### src/rtl/assert_macros.svh
// Assertion helper macros shared by the mapper RTL.
// No dependencies; included by modules that carry concurrent checks.
`ifndef ASSERT_MACROS_SVH
`define ASSERT_MACROS_SVH

// Checked on every clock edge outside reset.
`define CBM_ASSERT(label, prop, msg) \
   label: assert property (@(posedge clock) disable iff (reset) prop) else $error(msg);

// Checked on every clock edge, reset cycles included.
`define CBM_ASSERT_ALWAYS(label, prop, msg) \
   label: assert property (@(posedge clock) prop) else $error(msg);

`endif

### src/rtl/cbm_pkg.sv
// Shared types and constants for the cartridge bank mapper.
// No dependencies; imported by cbm_core and cartridge_bank_mapper.
package cbm_pkg;

   localparam int OFF_W   = 23;
   localparam int ADDR_W  = 16;
   localparam int DATA_W  = 8;
   localparam int CSR_IDX_W = 2;

   // Operation codes of an input beat.
   localparam logic OP_READ  = 1'b0;
   localparam logic OP_WRITE = 1'b1;

   // Configuration register indexes.
   localparam logic [CSR_IDX_W-1:0] CSR_CART_TYPE = 2'd0;
   localparam logic [CSR_IDX_W-1:0] CSR_ROM_LOG2  = 2'd1;

   localparam logic [7:0] CART_TYPE_RESET = 8'h00;
   localparam logic [4:0] ROM_LOG2_MIN    = 5'd15;

   typedef enum logic [2:0] {
      TGT_ROM      = 3'd0,
      TGT_EXT_RAM  = 3'd1,
      TGT_NIBBLE   = 3'd2,
      TGT_RTC      = 3'd3,
      TGT_DISABLED = 3'd4,
      TGT_NOT_CART = 3'd5,
      TGT_CONTROL  = 3'd6
   } target_type;

   typedef enum logic [2:0] {
      KIND_NONE = 3'd0,
      KIND_MBC1 = 3'd1,
      KIND_MBC2 = 3'd2,
      KIND_MBC3 = 3'd3,
      KIND_MBC5 = 3'd5
   } kind_type;

   typedef struct packed {
      logic [8:0] rom_bank;
      logic [3:0] ram_bank;
      logic       ram_enable;
      logic       banking_mode;
      logic       rtc_select;
   } map_state_type;

   typedef struct packed {
      logic              opcode;
      logic [ADDR_W-1:0] addr;
      logic [DATA_W-1:0] data;
   } item_type;

   typedef struct packed {
      target_type        target;
      logic [OFF_W-1:0]  offset;
      logic [2:0]        rtc_index;
      logic [DATA_W-1:0] store_data;
   } result_type;

endpackage

### src/rtl/cbm_core.sv
// Combinational mapper datapath: register updates and address translation.
// Depends on cbm_pkg.
module cbm_core import cbm_pkg::*; #(
   parameter int EXT_RAM_ADDR_BITS = 15,
   parameter int MAX_ROM_LOG2      = 23
) (
   input  item_type      item,
   input  map_state_type state_cur,
   input  logic [7:0]    cart_type,
   input  logic [4:0]    rom_log2,
   output map_state_type state_nxt,
   output result_type    result
);

   localparam logic [OFF_W-1:0] RAM_MASK = OFF_W'((24'd1 << EXT_RAM_ADDR_BITS) - 24'd1);
   localparam logic [4:0]       ROM_LOG2_MAX = 5'(MAX_ROM_LOG2);

   kind_type         kind;
   logic [4:0]       rom_lg;
   logic [OFF_W-1:0] rom_mask;
   logic             enable_code;
   logic [4:0]       bank5;
   logic [3:0]       bank4;
   logic [6:0]       bank7;
   logic [DATA_W-1:0] wdata;
   logic [ADDR_W-1:0] a;

   always_comb begin
      unique case (cart_type) inside
         [8'h01:8'h03]: kind = KIND_MBC1;
         8'h05, 8'h06:  kind = KIND_MBC2;
         [8'h0F:8'h13]: kind = KIND_MBC3;
         [8'h19:8'h1E]: kind = KIND_MBC5;
         default:       kind = KIND_NONE;
      endcase
   end

   // ROM size clamped into the supported range, then expanded to a bit mask.
   always_comb begin
      if (rom_log2 < ROM_LOG2_MIN) begin
         rom_lg = ROM_LOG2_MIN;
      end else if (rom_log2 > ROM_LOG2_MAX) begin
         rom_lg = ROM_LOG2_MAX;
      end else begin
         rom_lg = rom_log2;
      end
      for (int i = 0; i < OFF_W; i++) begin
         rom_mask[i] = (5'(i) < rom_lg);
      end
   end

   assign a           = item.addr;
   assign wdata       = item.data;
   assign enable_code = (wdata[3:0] == 4'hA);
   // A bank number of zero selects bank one on these mappers.
   assign bank5 = (wdata[4:0] == 5'd0) ? 5'd1 : wdata[4:0];
   assign bank4 = (wdata[3:0] == 4'd0) ? 4'd1 : wdata[3:0];
   assign bank7 = (wdata[6:0] == 7'd0) ? 7'd1 : wdata[6:0];

   always_comb begin
      state_nxt         = state_cur;
      result.target     = TGT_NOT_CART;
      result.offset     = '0;
      result.rtc_index  = '0;
      result.store_data = (item.opcode == OP_WRITE) ? wdata : '0;

      if (!a[15] && item.opcode == OP_WRITE) begin
         result.target = TGT_CONTROL;
         case (kind)
            KIND_MBC1: begin
               unique case (a[14:13])
                  2'd0: state_nxt.ram_enable = enable_code;
                  2'd1: state_nxt.rom_bank = {2'b00, state_cur.rom_bank[6:5], bank5};
                  2'd2: begin
                     if (!state_cur.banking_mode) begin
                        state_nxt.rom_bank = {2'b00, wdata[1:0], state_cur.rom_bank[4:0]};
                     end else begin
                        state_nxt.ram_bank = {2'b00, wdata[1:0]};
                     end
                  end
                  2'd3: state_nxt.banking_mode = wdata[0];
               endcase
            end
            KIND_MBC2: begin
               if (!a[14]) begin
                  if (!a[8]) begin
                     state_nxt.ram_enable = enable_code;
                  end else begin
                     state_nxt.rom_bank = {5'd0, bank4};
                  end
               end
            end
            KIND_MBC3: begin
               unique case (a[14:13])
                  2'd0: state_nxt.ram_enable = enable_code;
                  2'd1: state_nxt.rom_bank = {2'b00, bank7};
                  2'd2: begin
                     if (wdata <= 8'h03) begin
                        state_nxt.ram_bank   = wdata[3:0];
                        state_nxt.rtc_select = 1'b0;
                     end else if (wdata >= 8'h08 && wdata <= 8'h0C) begin
                        state_nxt.ram_bank   = wdata[3:0];
                        state_nxt.rtc_select = 1'b1;
                     end
                  end
                  2'd3: ;  // RTC latch writes have no effect here.
               endcase
            end
            KIND_MBC5: begin
               unique case (a[14:13])
                  2'd0: state_nxt.ram_enable = enable_code;
                  2'd1: begin
                     if (!a[12]) begin
                        state_nxt.rom_bank = {state_cur.rom_bank[8], wdata};
                     end else begin
                        state_nxt.rom_bank = {wdata[0], state_cur.rom_bank[7:0]};
                     end
                  end
                  2'd2: state_nxt.ram_bank = wdata[3:0];
                  2'd3: ;
               endcase
            end
            default: ;
         endcase
      end else if (!a[15]) begin
         result.target = TGT_ROM;
         if (!a[14]) begin
            result.offset = {7'd0, a};
            if (kind == KIND_MBC1 && state_cur.banking_mode) begin
               result.offset[20:19] = state_cur.rom_bank[6:5];
            end
         end else begin
            result.offset = {state_cur.rom_bank, a[13:0]};
         end
         result.offset = result.offset & rom_mask;
      end else if (a[15:13] == 3'b101) begin
         if (!state_cur.ram_enable) begin
            result.target = TGT_DISABLED;
         end else if (kind == KIND_MBC2) begin
            result.target     = TGT_NIBBLE;
            result.offset     = {14'd0, a[8:0]};
            result.store_data = {4'd0, result.store_data[3:0]};
         end else if (kind == KIND_MBC3 && state_cur.rtc_select) begin
            if (state_cur.ram_bank >= 4'd8 && state_cur.ram_bank <= 4'd12) begin
               result.target    = TGT_RTC;
               result.rtc_index = state_cur.ram_bank[2:0];
            end else begin
               result.target = TGT_DISABLED;
            end
         end else begin
            result.target = TGT_EXT_RAM;
            result.offset = {6'd0, state_cur.ram_bank, a[12:0]} & RAM_MASK;
         end
      end
   end

endmodule

### src/rtl/cartridge_bank_mapper.sv
// Cartridge bank mapper: a request beat is held in the input register, then in the
// result register that drives its response beat. One request beat is taken every
// cycle when responses drain, set by a single pass through the translate logic
// between the input and result registers. Synchronous active-high reset clears the
// valid flags, sets the bank registers (ROM bank one, all else zero) and selects no
// mapper, 32 KiB ROM. Depends on cbm_pkg, cbm_core and assert_macros.svh.
`include "assert_macros.svh"

module cartridge_bank_mapper import cbm_pkg::*; #(
   parameter int EXT_RAM_ADDR_BITS = 15,
   parameter int MAX_ROM_LOG2      = 23
) (
   input  logic                 clock,
   input  logic                 reset,
   // Configuration write channel.
   input  logic                 csr_valid,
   output logic                 csr_ready,
   input  logic [CSR_IDX_W-1:0] csr_index,
   input  logic [7:0]           csr_write_data,
   // Request channel.
   input  logic                 req_valid,
   output logic                 req_ready,
   input  logic                 req_opcode,
   input  logic [15:0]          req_bus_address,
   input  logic [7:0]           req_write_data,
   // Response channel.
   output logic                 rsp_valid,
   input  logic                 rsp_ready,
   output logic [2:0]           rsp_target,
   output logic [22:0]          rsp_physical_offset,
   output logic [2:0]           rsp_rtc_index,
   output logic [7:0]           rsp_store_data,
   output logic [8:0]           rsp_current_rom_bank,
   output logic [3:0]           rsp_current_ram_bank
);

   // Configuration registers. The port never stalls; the user must issue writes only
   // while the mapper holds no beat in flight, which the block does not enforce.
   logic [7:0]    cart_type_ff;
   logic [4:0]    rom_log2_ff;

   // Mapper state, updated when a write beat passes through the translate stage.
   map_state_type state_ff;
   map_state_type state_in;

   // Input register stage.
   logic          s1_valid_ff;
   item_type      s1_item_ff;
   logic          s1_advance;

   // Result register stage.
   logic          out_valid_ff;
   result_type    out_result_ff;
   map_state_type out_state_ff;
   result_type    result_in;

   assign csr_ready = 1'b1;

   always_ff @(posedge clock) begin
      if (reset) begin
         cart_type_ff <= CART_TYPE_RESET;
         rom_log2_ff  <= ROM_LOG2_MIN;
      end else if (csr_valid && csr_ready) begin
         unique case (csr_index)
            CSR_CART_TYPE: cart_type_ff <= csr_write_data;
            CSR_ROM_LOG2:  rom_log2_ff  <= csr_write_data[4:0];
            default:       ;  // Writes past the register list are dropped.
         endcase
      end
   end

   // The result register frees up when empty or when its beat is taken, and the
   // input stage moves forward at the same moment, so a new beat enters every
   // cycle while the consumer keeps up.
   assign s1_advance = !out_valid_ff || rsp_ready;
   assign req_ready  = !s1_valid_ff || s1_advance;

   always_ff @(posedge clock) begin
      if (reset) begin
         s1_valid_ff <= 1'b0;
      end else if (req_ready) begin
         s1_valid_ff <= req_valid;
      end
   end

   always_ff @(posedge clock) begin
      if (req_valid && req_ready) begin
         s1_item_ff.opcode <= req_opcode;
         s1_item_ff.addr   <= req_bus_address;
         s1_item_ff.data   <= req_write_data;
      end
   end

   cbm_core #(
      .EXT_RAM_ADDR_BITS (EXT_RAM_ADDR_BITS),
      .MAX_ROM_LOG2      (MAX_ROM_LOG2)
   ) u_core (
      .item      (s1_item_ff),
      .state_cur (state_ff),
      .cart_type (cart_type_ff),
      .rom_log2  (rom_log2_ff),
      .state_nxt (state_in),
      .result    (result_in)
   );

   // Bank registers commit as the beat that changed them moves to the result
   // register, so the next beat in the input stage always sees them current.
   always_ff @(posedge clock) begin
      if (reset) begin
         state_ff.rom_bank     <= 9'd1;
         state_ff.ram_bank     <= 4'd0;
         state_ff.ram_enable   <= 1'b0;
         state_ff.banking_mode <= 1'b0;
         state_ff.rtc_select   <= 1'b0;
      end else if (s1_valid_ff && s1_advance) begin
         state_ff <= state_in;
      end
   end

   always_ff @(posedge clock) begin
      if (reset) begin
         out_valid_ff <= 1'b0;
      end else if (s1_advance) begin
         out_valid_ff <= s1_valid_ff;
      end
   end

   always_ff @(posedge clock) begin
      if (s1_valid_ff && s1_advance) begin
         out_result_ff <= result_in;
         out_state_ff  <= state_in;
      end
   end

   assign rsp_valid            = out_valid_ff;
   assign rsp_target           = out_result_ff.target;
   assign rsp_physical_offset  = out_result_ff.offset;
   assign rsp_rtc_index        = out_result_ff.rtc_index;
   assign rsp_store_data       = out_result_ff.store_data;
   assign rsp_current_rom_bank = out_state_ff.rom_bank;
   assign rsp_current_ram_bank = out_state_ff.ram_bank;

   // Reset leaves ROM bank one selected and RAM disabled.
   `CBM_ASSERT_ALWAYS(a_reset_state, reset |=> (state_ff.rom_bank == 9'd1 && !state_ff.ram_enable), "mapper state not reset")
   // Bank registers move only when a write beat leaves the input stage.
   `CBM_ASSERT(a_state_hold, !(s1_valid_ff && s1_advance && s1_item_ff.opcode == OP_WRITE) |=> $stable(state_ff), "mapper state changed without a write beat")
   // An empty result register never blocks the request side.
   `CBM_ASSERT(a_ready_free, !out_valid_ff |-> req_ready, "request stalled with empty result register")
   // Nibble RAM stores carry only the low four data bits.
   `CBM_ASSERT(a_nibble_data, (out_valid_ff && rsp_target == TGT_NIBBLE) |-> (rsp_store_data[7:4] == 4'd0), "nibble store with high bits set")
   // The RTC index is reported only with the RTC target.
   `CBM_ASSERT(a_rtc_index, (out_valid_ff && rsp_target != TGT_RTC) |-> (rsp_rtc_index == 3'd0), "RTC index set for non-RTC target")

endmodule

### config.mk
export PLATFORM = sky130hd
export DESIGN_NAME = cartridge_bank_mapper
export DESIGN_NICKNAME = d
export VERILOG_FILES = /design/src/rtl/cbm_pkg.sv /design/src/rtl/cbm_core.sv /design/src/rtl/cartridge_bank_mapper.sv
export VERILOG_INCLUDE_DIRS = /design/src /design/src/rtl
export SDC_FILE = /design/constraint.sdc
export NUM_CORES = 1
export LEC_CHECK = 0
export ABC_AREA = 1
export BUFFER_PORTS_ARGS = -buffer_cell sky130_fd_sc_hd__buf_4
export CORE_AREA = 2 2 100 102
export DETAILED_ROUTE_END_ITERATION = 8
export DIE_AREA = 0 0 102 104
export GPL_ROUTABILITY_DRIVEN = 0
export PLACE_DENSITY = 0.9
export REMOVE_ABC_BUFFERS = 1
export SETUP_SLACK_MARGIN = 0.02
export SYNTH_ARGS = -nofsm -noshare
export SYNTH_HDL_FRONTEND = slang
export SYNTH_SLANG_ARGS = --single-unit
### constraint.sdc
create_clock -name clock -period 2.5 [get_ports clock]
set_input_delay 0.125 -clock clock [delete_from_list [all_inputs] [get_ports clock]]
set_output_delay 0.125 -clock clock [all_outputs]
set_load 0.03 [all_outputs]
==> results of run 1 <==
[layer usage]
metal / vias to the layer above / track usage, %
li1: 2301 / -
met1: 2221 / 34.1
met2: 357 / 48.8
met3: 97 / 5.24
met4: 0 / 19.6
met5: - / 0
[stage by stage]
step	TNS, ns	power (mW)	util, %	instance area, sq um
finish	0	3.89	68.9	6580
global route	0	4.01	68.9	6580
CTS	0	3.84	68.9	6580
detailed placement	0	2.71	63.7	6080
global placement	0	2.68	63.7	6080
floorplan	-18.59	2.48	-	5180
[timing repair]
| action | in CTS | in global routing |
|---|---|---|
| endpoints found under the setup margin | 0 | 0 |
| endpoints found under the hold margin | 30 | 0 |
| setup buffers | 0 | 0 |
| hold buffers | 29 | 0 |
[worst min-delay path: stages]
cell and delay [ns]:
buf_4 0.08, nand2_1 0.06, a21oi_1 0.11
[worst max-delay path by stage]
| stage | from | to | slack, ns | depth (start not counted) |
|---|---|---|---|---|
| after floorplan | rsp_valid | state_ff[3] | -0.35 | 5 |
| after global placement | s1_item_ff[22] | rsp_current_rom_bank[0] | 0.49 | 10 |
| after detailed placement | s1_item_ff[22] | rsp_current_rom_bank[0] | 0.33 | 10 |
| after CTS | s1_item_ff[22] | rsp_current_rom_bank[0] | 0.32 | 10 |
| after global routing | s1_item_ff[22] | state_ff[8] | 0.07 | 11 |
| final | s1_item_ff[22] | rsp_current_rom_bank[0] | 0.26 | 10 |
[state kept, by name, indices dropped and copies added, names as in the netlist, 3 cells and up]
signal / cells
s1_item_ff: 25
rsp_physical_offset: 23
state_ff: 16
rsp_current_rom_bank: 9
cart_type_ff: 8
rsp_store_data: 8
rom_log2_ff: 5
rsp_current_ram_bank: 4
rsp_rtc_index: 3
rsp_target: 3
[report_power, final]
part | switching, mW | internal [mW] | leakage, nW
Clock | 0.665 | 0.483 | 0.108
Combinational | 0.444 | 0.239 | 1.88
Sequential | 0.0693 | 1.99 | 0.970
Total | 1.18 | 2.71 | 2.96
[kinds of logic after synthesis]
family | count (synthesis)
DFF | 106
adders and majority gates | 4
buffers and inverters | 99
and+or+nand+nor | 323
other | 1
AOI/OAI and AO/OA | 97
[final cells by class]
class | instances | area [sq um]
fillers | 663 | 2970
flip-flops and latches | 106 | 2870
multi-input cells | 425 | 1990
repair buffers | 126 | 1020
inverters | 85 | 319
well taps | 133 | 166
clock buffers | 9 | 124
clock inverters | 7 | 83.8
[placed cells by master (no fill, tap or decap), drive strengths merged, types with 3 or more instances in the layout]
cell type / count
o22ai: 3
a21oi: 35
nand3: 47
nor3: 10
buf: 97
inv: 87
clkbuf: 9
edfxtp: 75
dfxtp: 31
ha: 4
dlygate4sd3: 29
clkinv: 4
nand2: 183
o21ai: 55
nor2: 76
==> flow_metrics.env, run 1 <==
export IMPL_powerDensity_nw_per_um2=591
export IMPL_cts_tree="done"
export IMPL_status="complete, no violations"
export IMPL_synth_compound_area_share_pct=9.60
export IMPL_fmax_ghz=0.447
export IMPL_std_cell_rows=36
export IMPL_gr_total_overflow=0
export IMPL_relSlewSlack_pct=60.3
export IMPL_fin_crit_sh_pct=89.4
export IMPL_synthMuxAreaShare_pct=0
export IMPL_dieArea_sq_um=10600
export IMPL_m1WireLength_microns=5190
export IMPL_rsz0062_at_grt="false"
export IMPL_start_util_pct=55.0
export IMPL_netlist_instances=630
export IMPL_hold_class="primary input to register"
export IMPL_ys_types=32
export IMPL_hold_ws_ns=0.0137
export IMPL_synth_warning_count=0
export IMPL_area_growth_pct=25.3
export IMPL_die_y_microns=104
export IMPL_dp_slack_ns=0.335
export IMPL_via_per_inst=5.58
export IMPL_synth_top_family_by_area="simple AND/OR/NAND/NOR gates"
export IMPL_crit_slowest_cell="edfxtp_1"
export IMPL_whs_path_depth=3
export IMPL_min_from="req_valid"
export IMPL_cts_resized=0
export IMPL_place_inst=846
export IMPL_grt_pass1_wl_microns=24100
export IMPL_drv_slew=0
export IMPL_top_layer_used="met4"
export IMPL_ys_top_cells_by_area="edfxtp_1 (43%), nand2_1 (13%), dfxtp_1 (12%)"
export IMPL_crit_family="simple AND/OR/NAND/NOR gates"
export IMPL_r2r_end="rsp_current_rom_bank[0]"
export IMPL_synth_top_area_share_pct=42.9
export IMPL_cts_root_buf="clkbuf_8"
export IMPL_crit_chain="inv_1, ha_1, inv_1, nor2_1, o21ai_0, nand2_1, nand2_1, nor2_1, nand3_1, and2_1"
export IMPL_setup_slack_ns=0.265
export IMPL_drtPass1Iterations=6
export IMPL_skew_ns=0.0194
export IMPL_period_needed_ns=2.24
export IMPL_reg2reg_slack_ns=0.26
export IMPL_synth_edf_count=75
export IMPL_r2r_cells=10
export IMPL_hold_violations=0
export IMPL_grt_max_degree=39
export IMPL_drive_gt1_share_pct=19.5
export IMPL_groute_usage_overall_pct=29.4
export IMPL_setup_violations=0
export IMPL_synth_seq_area_share_pct=54.7
export IMPL_met2WireLength_microns=7260
export IMPL_drt_wl_total_microns=14800
export IMPL_p_leak_nw=2.96
export IMPL_antenna_left=0
export IMPL_clock_sinks=106
export IMPL_end_kind="register"
export IMPL_maxCapViolCount=0
export IMPL_antenna_found_initial=0
export IMPL_tightest_slew_ns=0.595
export IMPL_fin_cells=891
export IMPL_whs_endpoint="s1_valid_ff"
export IMPL_grt_pass1_vias=5085
export IMPL_crit_arrival_ns=2.40
export IMPL_crit_path_start_kind="register"
export IMPL_cts_path_max_buffers=2
export IMPL_yosysMostFrequentCell="nand2_1"
export IMPL_wl_met3_microns=1350
export IMPL_vias=4976
export IMPL_wl_per_cell_microns=16.6
export IMPL_dp_hpwl_microns=9660
export IMPL_drc=0
export IMPL_worstSetupPathType="register to register"
export IMPL_clk_pin_slew_ns=0.11
export IMPL_slowest_delay_ns=0.47
export IMPL_clock_latency_ns=0.40
export IMPL_regToRegStartpoint="s1_item_ff[22]"
export IMPL_core_area_sq_um=9550
export IMPL_cp_max_fo=6
export IMPL_vdd_drop_max_uv=430
export IMPL_synth_xor_xnor_area_share_pct=0
export IMPL_syn_avg_cell_area_sq_um=8.33
export IMPL_die_w_microns=102
export IMPL_ys_flop_type="edfxtp_1"
export IMPL_synthAdderAreaFrac_pct=0.953
export IMPL_dr_first_iter_drc_count=687
export IMPL_required_ns=2.67
export IMPL_synth_area_sq_um=5250
export IMPL_nets=797
export IMPL_io_buffers=91
export IMPL_synth_top_cell_by_area="edfxtp_1"
export IMPL_numCtsBuffers=9
export IMPL_cp_num_buf_inv=2
export IMPL_diodes=0
export IMPL_synth_simple_area_share_pct=27.3
export IMPL_synth_top_cells_by_count="nand2_1 (175), edfxtp_1 (75), inv_1 (71)"
export IMPL_pin_count=93
export IMPL_async_reset_ff_share_pct=0
export IMPL_htreeDepth=3
export IMPL_ys_seq_elements=106
Power figures use the tool's default switching activity.
==> inputs of run 2 (changes only) <==
--- a/config.mk
+++ b/config.mk
@@ -9,6 +9,7 @@
 export ABC_AREA = 1
 export BUFFER_PORTS_ARGS = -buffer_cell sky130_fd_sc_hd__buf_4
 export CORE_AREA = 2 2 100 102
+export CTS_CLUSTER_DIAMETER = 120
 export DETAILED_ROUTE_END_ITERATION = 8
 export DIE_AREA = 0 0 102 104
 export GPL_ROUTABILITY_DRIVEN = 0
==> constraint.sdc (replaced) <==
create_clock -name clock -period 2.1 [get_ports clock]
set_input_delay 0.105 -clock clock [delete_from_list [all_inputs] [get_ports clock]]
set_output_delay 0.105 -clock clock [all_outputs]
set_load 0.03 [all_outputs]
==> flow_metrics.env, run 2 (synthesis gave the netlist of run 1 again) <==
export IMPL_status="finished, violations left"
export IMPL_violations="DRC, setup timing"
export IMPL_crit_arrival_ns=2.31
export IMPL_diodes=0
export IMPL_largest_reg_flops=25
export IMPL_htreeDepth=3
export IMPL_antenna_found_initial=0
export IMPL_p_leak_nw=3.01
export IMPL_die_w_microns=102
export IMPL_tightest_slew_ns=0.609
export IMPL_drv_slew=0
export IMPL_crit_path_start_kind="register"
export IMPL_start_util_pct=55.0
export IMPL_end_kind="register"
export IMPL_pin_count=93
export IMPL_fin_crit_sh_pct=103
export IMPL_grt_pass1_vias=4816
export IMPL_io_buffers=91
export IMPL_setup_slack_ns=-0.0590
export IMPL_period_needed_ns=2.16
export IMPL_setup_tns_ns=-0.0590
export IMPL_r2r_end="rsp_current_rom_bank[0]"
export IMPL_via_per_inst=5.70
export IMPL_required_ns=2.25
export IMPL_clk_pin_slew_ns=0.12
export IMPL_rsz0062_at_grt="true"
export IMPL_skew_ns=0.0220
export IMPL_regMostFlops="s1_item_ff"
export IMPL_drtPass1Iterations=9
export IMPL_whs_endpoint="s1_valid_ff"
export IMPL_dp_slack_ns=-0.0298
export IMPL_fmax_ghz=0.463
export IMPL_cts_tree="done"
export IMPL_regToRegStartpoint="s1_item_ff[21]"
export IMPL_layout_commonest_cell="nand2_1"
export IMPL_maxCapViolCount=0
export IMPL_postPlaceCellArea_sq_um=6130
export IMPL_worstSetupPathType="register to register"
export IMPL_relSlewSlack_pct=59.3
export IMPL_antenna_left=0
export IMPL_powerDensity_nw_per_um2=679
export IMPL_place_inst=851
export IMPL_fin_area_sq_um=6710
export IMPL_numCtsBuffers=9
export IMPL_cts_root_buf="clkbuf_8"
export IMPL_fin_cells=900
export IMPL_whs_path_depth=2
export IMPL_drt_wl_total_microns=14800
export IMPL_area_growth_pct=27.9
export IMPL_vdd_drop_max_uv=475
export IMPL_hold_violations=0
export IMPL_cp_max_fo=16
export IMPL_vias=5131
export IMPL_setup_violations=1
export IMPL_drc=2
export IMPL_die_y_microns=104
export IMPL_final_core_util_pct=70.3
export IMPL_critPathLaunch="s1_item_ff[21]"
export IMPL_hold_class="primary input to register"
export IMPL_wl_per_cell_microns=16.4
export IMPL_r2r_cells=12
export IMPL_final_cell_mix="nand2_1 (173), buf_4 (101), edfxtp_1 (75)"
export IMPL_dieArea_sq_um=10600
export IMPL_reg2reg_slack_ns=-0.06
export IMPL_dr_first_iter_drc_count=836
export IMPL_grt_max_degree=69
export IMPL_std_cell_rows=36
export IMPL_dp_hpwl_microns=9390
export IMPL_clock_sinks=106
export IMPL_groute_usage_overall_pct=27.2
export IMPL_gr_total_overflow=0
export IMPL_core_area_sq_um=9550
export IMPL_min_from="reset"
export IMPL_drive_gt1_share_pct=21.4
export IMPL_clock_latency_ns=0.40
export IMPL_nets=806
export IMPL_cts_path_max_buffers=2
export IMPL_grt_pass1_wl_microns=22500
-- run 2: area by class of cell --
cell class / count / area, sq um
Inverter: 85 / 319
Clock inverter: 7 / 72.6
Timing Repair Buffer: 135 / 1110
Clock buffer: 9 / 124
Tap cell: 133 / 166
Fill cell: 672 / 2840
Multi-Input combinational cell: 425 / 2050
Sequential cell: 106 / 2870
-- run 2: metal layers --
layer	routed length [microns]	global-route usage [%]	vias up
met3	1600	5.04	116
met1	5110	32.7	2258
met5	0	0	-
met4	1030	16.6	0
met2	7030	44.7	437
li1	-	-	2320
-- run 2: worst max path at each step --
stage	to	cells after the start
after floorplan	state_ff[3]	5
after global placement	rsp_current_ram_bank[1]	9
after detailed placement	rsp_current_ram_bank[0]	9
after CTS	rsp_current_rom_bank[0]	10
after global routing	rsp_current_rom_bank[0]	12
final	rsp_current_rom_bank[0]	12
-- run 2: worst max-delay path: stages (launching register included) --
cell	delay, ns
edfxtp_1	0.48
buf_4	0.18
ha_2	0.22
buf_6	0.17
nand2_1	0.07
a21oi_1	0.04
nand2_1	0.07
o21ai_0	0.11
nand2_1	0.09
nand2_1	0.07
nor2_2	0.12
nand3_2	0.10
and2_1	0.18
-- run 2: what timing repair did --
action / CTS / global route
setup endpoints to repair: 7 / 19
hold buffers: 32 / 0
resized for setup: 1 / 14
buffers inserted: 0 / 1
hold endpoints to repair: 33 / 0
-- run 2: metrics by stage --
stage               hold slack, ns  total power, mW
CTS                         0.0120             4.49
floorplan                    0.174             2.95
global route                0.0437             4.70
finish                      0.0233             4.56
global placement             0.283             3.20
detailed placement           0.284             3.23
-- run 2: report_power, final --
| group | switching, mW | internal, mW |
|---|---|---|
| clock | 0.791 | 0.466 |
| combinational | 0.547 | 0.307 |
| sequential | 0.0796 | 2.36 |
| total | 1.42 | 3.14 |
==> inputs of run 3 (changes only) <==
==> constraint.sdc (replaced) <==
create_clock -name clock -period 2.1 [get_ports clock]
set_input_delay 0.42 -clock clock [delete_from_list [all_inputs] [get_ports clock]]
set_output_delay 0.42 -clock clock [all_outputs]
set_load 0.03 [all_outputs]
==> flow_metrics.env, run 3 (synthesis gave the netlist of run 1 again) <==
export IMPL_via_per_inst=5.53
export IMPL_setup_violations=0
export IMPL_hold_buffers=0
export IMPL_period_needed_ns=2.02
export IMPL_area_growth_pct=21.2
export IMPL_cts_root_buf="clkbuf_8"
export IMPL_grt_pass1_wl_microns=21300
export IMPL_cp_num_buf_inv=2
export IMPL_clock_latency_ns=0.39
export IMPL_std_cell_rows=36
export IMPL_maxCapViolCount=0
export IMPL_htreeDepth=3
export IMPL_core_area_sq_um=9550
export IMPL_fin_crit_sh_pct=96.3
export IMPL_dieArea_sq_um=10600
export IMPL_multi_input_area_sq_um=2030
export IMPL_wl_per_cell_microns=15.5
export IMPL_drc=0
export IMPL_fill_cells=729
export IMPL_drt_wl_total_microns=13400
export IMPL_fin_cells=869
export IMPL_slowest_delay_ns=0.42
export IMPL_regArea_sq_um=2870
export IMPL_rsz0062_at_grt="true"
export IMPL_place_inst=851
export IMPL_hold_ws_ns=0.197
export IMPL_relSlewSlack_pct=62.1
export IMPL_dr_first_iter_drc_count=554
export IMPL_drv_slew=0
export IMPL_p_leak_nw=2.86
export IMPL_start_util_pct=55.0
export IMPL_crit_family="simple AND/OR/NAND/NOR gates"
export IMPL_tightest_slew_ns=0.568
export IMPL_layout_commonest_cell="nand2_1"
export IMPL_hold_violations=0
export IMPL_vdd_drop_max_uv=402
export IMPL_largest_reg_flops=25
export IMPL_numCtsBuffers=9
export IMPL_final_cell_mix="nand2_1 (173), buf_4 (102), edfxtp_1 (75)"
export IMPL_drive_gt1_share_pct=22.0
export IMPL_crit_arrival_ns=2.18
export IMPL_clk_pin_slew_ns=0.11
export IMPL_power_mw=4.41
export IMPL_vias=4809
export IMPL_required_ns=2.26
export IMPL_end_kind="register"
export IMPL_groute_usage_overall_pct=25.8
export IMPL_powerDensity_nw_per_um2=692
export IMPL_setup_tns_ns=0
export IMPL_io_buffers=91
export IMPL_crit_chain="inv_1, ha_2, inv_1, nor2_4, o21ai_0, nand2_1, nand2_1, nor2_1, nand3_1, and2_1"
export IMPL_cts_path_max_buffers=2
export IMPL_crit_path_start_kind="register"
export IMPL_skew_ns=0.0119
export IMPL_worstSetupPathType="register to register"
export IMPL_crit_slowest_cell="edfxtp_1"
export IMPL_grt_max_degree=69
export IMPL_die_y_microns=104
export IMPL_antenna_found_initial=0
export IMPL_grt_pass1_vias=4655
export IMPL_antenna_left=0
export IMPL_hold_class="primary input to register"
export IMPL_fmax_ghz=0.495
export IMPL_pin_count=93
export IMPL_clock_sinks=106
export IMPL_cts_tree="done"
export IMPL_cp_max_fo=6
export IMPL_drtPass1Iterations=6
export IMPL_status="complete, no violations"
export IMPL_diodes=0
export IMPL_regMostFlops="s1_item_ff"
export IMPL_gr_total_overflow=0
export IMPL_die_w_microns=102
export IMPL_dp_hpwl_microns=9440
export IMPL_nets=775
## run 3: stage by stage
step / cell area, sq um / util [%] / worst slack [ns]
CTS: 6310 / 66.1 / 0.0505
global route: 6360 / 66.6 / -0.0134
global placement: 6130 / 64.2 / 0.119
finish: 6360 / 66.6 / 0.0784
detailed placement: 6130 / 64.2 / -0.0302
floorplan: 5180 / - / -0.751
## run 3: final timing paths
check	to	start	depth (start not counted)	slack, ns
setup / recovery	rsp_current_rom_bank[0]	s1_item_ff[21]	10	0.08
hold / removal	s1_item_ff[4]	req_write_data[4]	1	0.20
setup reg to reg	rsp_current_rom_bank[0]	s1_item_ff[21]	10	0.08
hold reg to reg	rom_log2_ff[2]	rom_log2_ff[2]	2	0.49
## run 3: layer usage
metal  vias to the layer above  GRT usage (%)  wire (microns)
li1                       2262              -               -
met4                         0           16.4             774
met1                      2159           30.1            4930
met3                        75           5.17            1150
met5                         -              0               0
met2                       313           42.7            6590
## run 3: final cells by class
| class | instances | share of cell area, % |
|---|---|---|
| multi-input combinational | 425 | 31.9 |
| inverter | 85 | 5.05 |
| tap | 133 | 2.62 |
| clock buffer | 10 | 2.01 |
| clock inverter | 6 | 0.786 |
| sequential | 106 | 45.1 |
| timing repair buffer | 104 | 12.5 |
## run 3: report_power, final
group | switching [mW] | internal [mW] | leakage [nW]
Clock | 0.734 | 0.447 | 0.0904
Combinational | 0.516 | 0.267 | 1.80
Sequential | 0.0785 | 2.36 | 0.970
## run 3: worst reg2reg max path, cell delays in order, from the launching register on
cell,delay [ns]
edfxtp_1,0.42
inv_1,0.11
ha_2,0.40
inv_1,0.13
nor2_4,0.14
o21ai_0,0.10
nand2_1,0.07
nand2_1,0.06
nor2_1,0.11
nand3_1,0.10
and2_1,0.16
## run 3: timing repair
item	CTS	global route
resized for setup	1	12
endpoints found under the setup margin	7	21
pin swaps	0	1
setup buffers	0	2
gates cloned	0	0
